<file path="src/rtl/gtdc_pkg.sv">
// Shared constants, codes and structs for the grid tile density clustering block.
// No dependencies; every other file but the assertion macro header imports it.
`timescale 1ns / 1ps

package gtdc_pkg;

  // Grid geometry
  localparam int GRID_W    = 64;
  localparam int GRID_H    = 64;
  localparam int NTILES    = GRID_W * GRID_H;
  localparam int COL_W     = $clog2(GRID_W);
  localparam int ROW_W     = $clog2(GRID_H);
  localparam int TILE_W    = $clog2(NTILES);
  localparam int SCAN_W    = $clog2(NTILES + 1);
  localparam int FIELD_W   = 6;

  // Field and register widths
  localparam int OP_W      = 2;
  localparam int STATUS_W  = 2;
  localparam int COORD_W   = 32;
  localparam int COUNT_W   = 16;
  localparam int LABEL_W   = 11;
  localparam int PREC_W    = 3;
  localparam int MINSZ_W   = 13;
  localparam int THRESH_W  = 16;
  localparam int CFG_IDX_W = 3;
  localparam int CFG_DATA_W = 32;

  // Quantiser arithmetic
  localparam int FRAC_BITS = 16;
  localparam int PREC_MAX  = 6;
  localparam int SCALE_W   = 20;
  localparam int PROD_W    = COORD_W + SCALE_W;
  localparam int QUO_W     = PROD_W - FRAC_BITS;
  localparam int SVAL_W    = QUO_W + 1;
  localparam int POS_W     = SVAL_W + 1;

  localparam logic [COUNT_W-1:0] COUNT_MAX = '1;
  localparam logic [LABEL_W-1:0] LABEL_MAX = '1;

  typedef enum logic [OP_W-1:0] {
    OP_ADD  = 2'd0,
    OP_RUN  = 2'd1,
    OP_READ = 2'd2,
    OP_NONE = 2'd3
  } op_e;

  typedef enum logic [STATUS_W-1:0] {
    ST_OK        = 2'd0,
    ST_OUTSIDE   = 2'd1,
    ST_SATURATED = 2'd2
  } status_e;

  typedef enum logic [CFG_IDX_W-1:0] {
    CFG_PRECISION  = 3'd0,
    CFG_THRESHOLD  = 3'd1,
    CFG_MIN_TILES  = 3'd2,
    CFG_ORIGIN_COL = 3'd3,
    CFG_ORIGIN_ROW = 3'd4
  } cfg_idx_e;

  // Request to the quantiser
  typedef struct packed {
    logic                      start;
    logic signed [COORD_W-1:0] x_coord;
    logic signed [COORD_W-1:0] y_coord;
    logic [PREC_W-1:0]         precision;
    logic signed [COORD_W-1:0] origin_col;
    logic signed [COORD_W-1:0] origin_row;
  } quant_ctl_t;

  // Answer from the quantiser
  typedef struct packed {
    logic              done;
    logic              in_window;
    logic [TILE_W-1:0] tile;
  } quant_res_t;

endpackage

</file>
<file path="src/rtl/gtdc_quant.sv">
// Point quantiser: scales both coordinates by ten per step on one shift-add unit,
// truncates toward zero, offsets by the grid origin and checks the window.
// Depends on gtdc_pkg.
`timescale 1ns / 1ps

module gtdc_quant import gtdc_pkg::*; (
  input  logic       clk,
  input  logic       rst,
  input  quant_ctl_t ctl,
  output quant_res_t res
);

  typedef enum logic [3:0] {
    Q_IDLE   = 4'b0001,
    Q_SCALE  = 4'b0010,
    Q_SIGN   = 4'b0100,
    Q_OFFSET = 4'b1000
  } q_state_t;

  q_state_t                 state;
  logic [PROD_W-1:0]        prod;
  logic                     neg;
  logic [PREC_W-1:0]        steps;
  logic                     axis;
  logic signed [SVAL_W-1:0] sval;
  logic [COL_W-1:0]         col;
  logic                     col_in;

  logic [PREC_W-1:0]        p_eff;
  logic [COORD_W-1:0]       mag_x;
  logic [COORD_W-1:0]       mag_y;
  logic [QUO_W-1:0]         quo;
  logic signed [POS_W-1:0]  pos;
  logic                     pos_in;

  // Clamp precision, form magnitudes, the scaled quotient and the offset window position
  always_comb begin
    p_eff  = (ctl.precision > PREC_W'(PREC_MAX)) ? PREC_W'(PREC_MAX) : ctl.precision;
    mag_x  = ctl.x_coord[COORD_W-1] ? COORD_W'(-ctl.x_coord) : ctl.x_coord;
    mag_y  = ctl.y_coord[COORD_W-1] ? COORD_W'(-ctl.y_coord) : ctl.y_coord;
    quo    = prod[PROD_W-1:FRAC_BITS];
    pos    = POS_W'(sval) - POS_W'(axis ? ctl.origin_row : ctl.origin_col);
    pos_in = !pos[POS_W-1] && (pos < POS_W'(axis ? GRID_H : GRID_W));
  end

  // Sequencer: x axis first, then y
  always_ff @(posedge clk) begin
    if (rst) begin
      state    <= Q_IDLE;
      res.done <= 1'b0;
    end else begin
      // Flag the tile for one cycle once the y axis is offset
      res.done <= (state == Q_OFFSET) && axis;
      unique case (state)
        Q_IDLE: begin
          if (ctl.start) begin
            prod  <= PROD_W'(mag_x);
            neg   <= ctl.x_coord[COORD_W-1];
            steps <= '0;
            axis  <= 1'b0;
            state <= Q_SCALE;
          end
        end
        Q_SCALE: begin
          if (steps == p_eff) begin
            state <= Q_SIGN;
          end else begin
            prod  <= (prod << 3) + (prod << 1);
            steps <= steps + 1'b1;
          end
        end
        Q_SIGN: begin
          sval  <= neg ? -$signed({1'b0, quo}) : $signed({1'b0, quo});
          state <= Q_OFFSET;
        end
        Q_OFFSET: begin
          if (!axis) begin
            col    <= pos[COL_W-1:0];
            col_in <= pos_in;
            prod   <= PROD_W'(mag_y);
            neg    <= ctl.y_coord[COORD_W-1];
            steps  <= '0;
            axis   <= 1'b1;
            state  <= Q_SCALE;
          end else begin
            res.in_window <= col_in && pos_in;
            res.tile      <= TILE_W'(pos[ROW_W-1:0]) * TILE_W'(GRID_W) + TILE_W'(col);
            state         <= Q_IDLE;
          end
        end
        default: state <= Q_IDLE;
      endcase
    end
  end

endmodule

</file>
<file path="config.mk">
export PLATFORM = sky130hd
export DESIGN_NAME = gtdc_quant
export DESIGN_NICKNAME = d
export VERILOG_FILES = /design/src/rtl/gtdc_pkg.sv /design/src/rtl/gtdc_quant.sv
export SDC_FILE = /design/constraint.sdc
export NUM_CORES = 1
export LEC_CHECK = 0
export BUFFER_PORTS_ARGS = -buffer_cell sky130_fd_sc_hd__buf_4
export CELL_PAD_IN_SITES_DETAIL_PLACEMENT = 1
export CELL_PAD_IN_SITES_GLOBAL_PLACEMENT = 2
export CORE_MARGIN = 5
export CORE_UTILIZATION = 31
export CTS_CLUSTER_DIAMETER = 80
export DETAILED_ROUTE_END_ITERATION = 12
export PLACE_DENSITY_LB_ADDON = 0.1
export SYNTH_ARGS = -nofsm -noshare
export SYNTH_HDL_FRONTEND = slang
export SYNTH_SLANG_ARGS = --single-unit
</file>
<file path="constraint.sdc">
create_clock -name clk -period 6.1 [get_ports clk]
set_input_delay 0.61 -clock clk [delete_from_list [all_inputs] [get_ports clk]]
set_output_delay 0.61 -clock clk [all_outputs]
set_load 0.1 [all_outputs]
</file>
==> impl_metrics.toml <==
[timing]
final_max_slew_viol_count = 0
hold_violations = 0
fin_ws_ns = 1.22
final.min_clock_period_ns = 4.88
clock-skew-final_ns = 0.0119
fin_tns_setup_ns = 0
slew_headroom_pct = 27.3
whs_ns = 0.418
rsz0062_at_grt = "false"
tightest_slew_ns = 1.09
finalCritPeriodShare_pct = 80.0
max_freq_mhz = 205
setup_viol_count_final = 0

[pwr]
leakage_uw = 0.00514
power_density_nw_per_um2 = 200
irDropWorstVdd_uv = 195

[floorplanning]
die_x_microns = 202
rows = 70
initial_core_util_pct = 31.3
design.core.area_sq_um = 36600
ios = 148
dieArea_sq_um = 40900
die-height_microns = 202

[place]
hpwl_microns = 31500
dp_cells = 1867
pre_cts_ws_ns = 1.07
io_buffer_count = 147
place.gp.congestion = 0.844

[layout]
num-nets-final = 1643
area_growth_pct = 18.6
drive_gt1_share_pct = 15.4
final_cell_count_no_fill = 1899
antenna_cells = 0
fill_cells = 4316
fin_util_pct = 37.2

[clock_network]
clockBufferDepth = 2
postCtsSetupRepairBufs = 0
h-tree-depth = 4
cts_hold_buf = 0
cts_resized = 0
clockRootBuffer = "clkbuf_16"
clock_sinks = 119
clk_pin_slew_ns = 0.06
clk_latency_ns = 0.44
cts_made_buffers = 17
cts_tree = "yes"

[critical_path]
crit_fanout = 36
critical_path_buf_inv_count = 2
endpoint_kind = "register"
slowest_delay_ns = 0.51
critPathLaunch = "axis"
critPathKind = "register to register"
cp_data_required_time_ns = 6.37
cp-start-kind = "register"
cpLargestDelayFamily = "simple AND/OR/NAND/NOR gates"
crit_path_top_delay_cell = "nor3_1"
arrival_ns = 5.15
r2r-start = "axis"
crit_chain = "buf_12, mux2_2, ha_1, inv_1, fa_1, a211oi_1, nor4_1, nor3_1, nor3_1, or4_1, or4_1, or3_1, or4_4, nor4_2"

[routing]
drtAntennaViolNets = 0
vias = 10514
drt_iter0_markers = 375
via_per_inst = 5.54
drtPass1Iterations = 5
drc_errors = 0
route.detailed.wl_per_inst_microns = 20.4
totalWireLength_microns = 38800

[global_routing]
grt_max_degree = 38
globalRouteOverflowTotal = 0
grt_usage_pct = 18.8
grt_pass1_vias = 11255
grt_pass1_wl_microns = 62000
grt_antenna_before_repair = 0

[yosys]
syn_avg_cell_area_sq_um = 8.85
synthTopCellsByArea = "edfxtp_1 (30%), ha_1 (9.7%), xnor2_1 (6.9%)"
synth_area_sq_um = 11500
ys_ff_latch = 119
ys_seq_area_share_pct = 30.7
ys_warn_count = 0
synth_nets = 1521
synth.distinct_cells = 75
synth-async-reset-ratio_pct = 0
synth_top_area_share_pct = 29.8
synthCells = 1296
ys_top_cells_by_count = "nand2_1 (116), edfxtp_1 (114), o21ai_0 (100)"
yosysMostFrequentCell = "nand2_1"
synth_area_leader_cell = "edfxtp_1"
synth_edf_count = 114
synthFlopType = "edfxtp_1"

[min_path]
hold_start = "col[3]"
worst_hold_path_type = "register to register"

[outcome]
run_status = "complete, no violations"

[flow_run]
cap_violations = 0
## worst paths after layout
path              endpoint  slack [ns]  cells after the start
setup reg to reg   res[12]        1.22                     14
hold / removal      res[3]        0.42                      0
setup / recovery   res[12]        1.22                     14
hold reg to reg     res[3]        0.42                      0
## sequential cells by signal, summed over array words and instances (netlist names)
name and cells:
steps 3, res 14, neg 1, axis 1
col_in 1, state 4, sval 37, prod 52
col 6
## through the flow
stage               total power, uW  area (sq um)
floorplan                      1470         11500
detailed placement             1730         13000
global route                   2870         13600
CTS                            2760         13600
global placement               1720         13000
finish                         2720         13600
## cell type report
class	count	area, sq um	share of cell area (%)
multi-input combinational	1085	7580	55.7
sequential	119	3520	25.9
timing repair buffer	156	1180	8.70
tap	468	586	4.30
clock buffer	17	425	3.13
clock inverter	15	160	1.18
inverter	39	146	1.08
## per-layer routing
layer / global-route usage [%] / vias to the layer above / share of wire, %
met5: 0 / - / 0
met2: 34.1 / 137 / 51
li1: - / 5221 / -
met4: 5.41 / 0 / 2.2
met1: 23.3 / 5116 / 45
met3: 2.81 / 40 / 2.3
## placed cells by master, fill, tap and decap left out, types with 9 or more instances in the layout
| master | instances |
|---|---|
| nand2b_1 | 14 |
| or2_2 | 10 |
| nand4_1 | 30 |
| o21bai_1 | 9 |
| o21a_1 | 19 |
| a21oi_1 | 98 |
| inv_1 | 39 |
| mux2i_1 | 39 |
| nor2b_1 | 10 |
| a21o_1 | 25 |
| o21ai_0 | 100 |
| nand3_1 | 21 |
| or4_1 | 31 |
| xor2_1 | 58 |
| buf_4 | 155 |
| o221ai_1 | 16 |
| nor3_1 | 29 |
| nor2_1 | 73 |
| o31ai_1 | 31 |
| clkbuf_16 | 17 |
| o41ai_1 | 18 |
| or3_1 | 10 |
| a22oi_1 | 16 |
| nand2_1 | 116 |
| xnor2_1 | 91 |
| ha_1 | 89 |
| edfxtp_1 | 114 |
| a211oi_1 | 10 |
## where the power goes
group          switching, uW  leakage [uW]  total, uW  internal [uW]
Clock                    439      0.000281       1020            576
Sequential              35.7       0.00109        967            931
Combinational            421       0.00376        736            315
## cells by family (layout without fill, tap and decap cells)
kind of cell,Yosys count,in the layout,share of synthesized area (%)
and+or+nand+nor,385,385,17.0
DFF,119,119,30.7
AOI/OAI and AO/OA,418,418,23.7
buffers and inverters,92,227,3.42
xor gates and xnor gates,149,149,11.4
adders and majority gates,91,91,10.1
muxes,42,42,3.70
No activity file was read; power rests on OpenSTA's default activity.
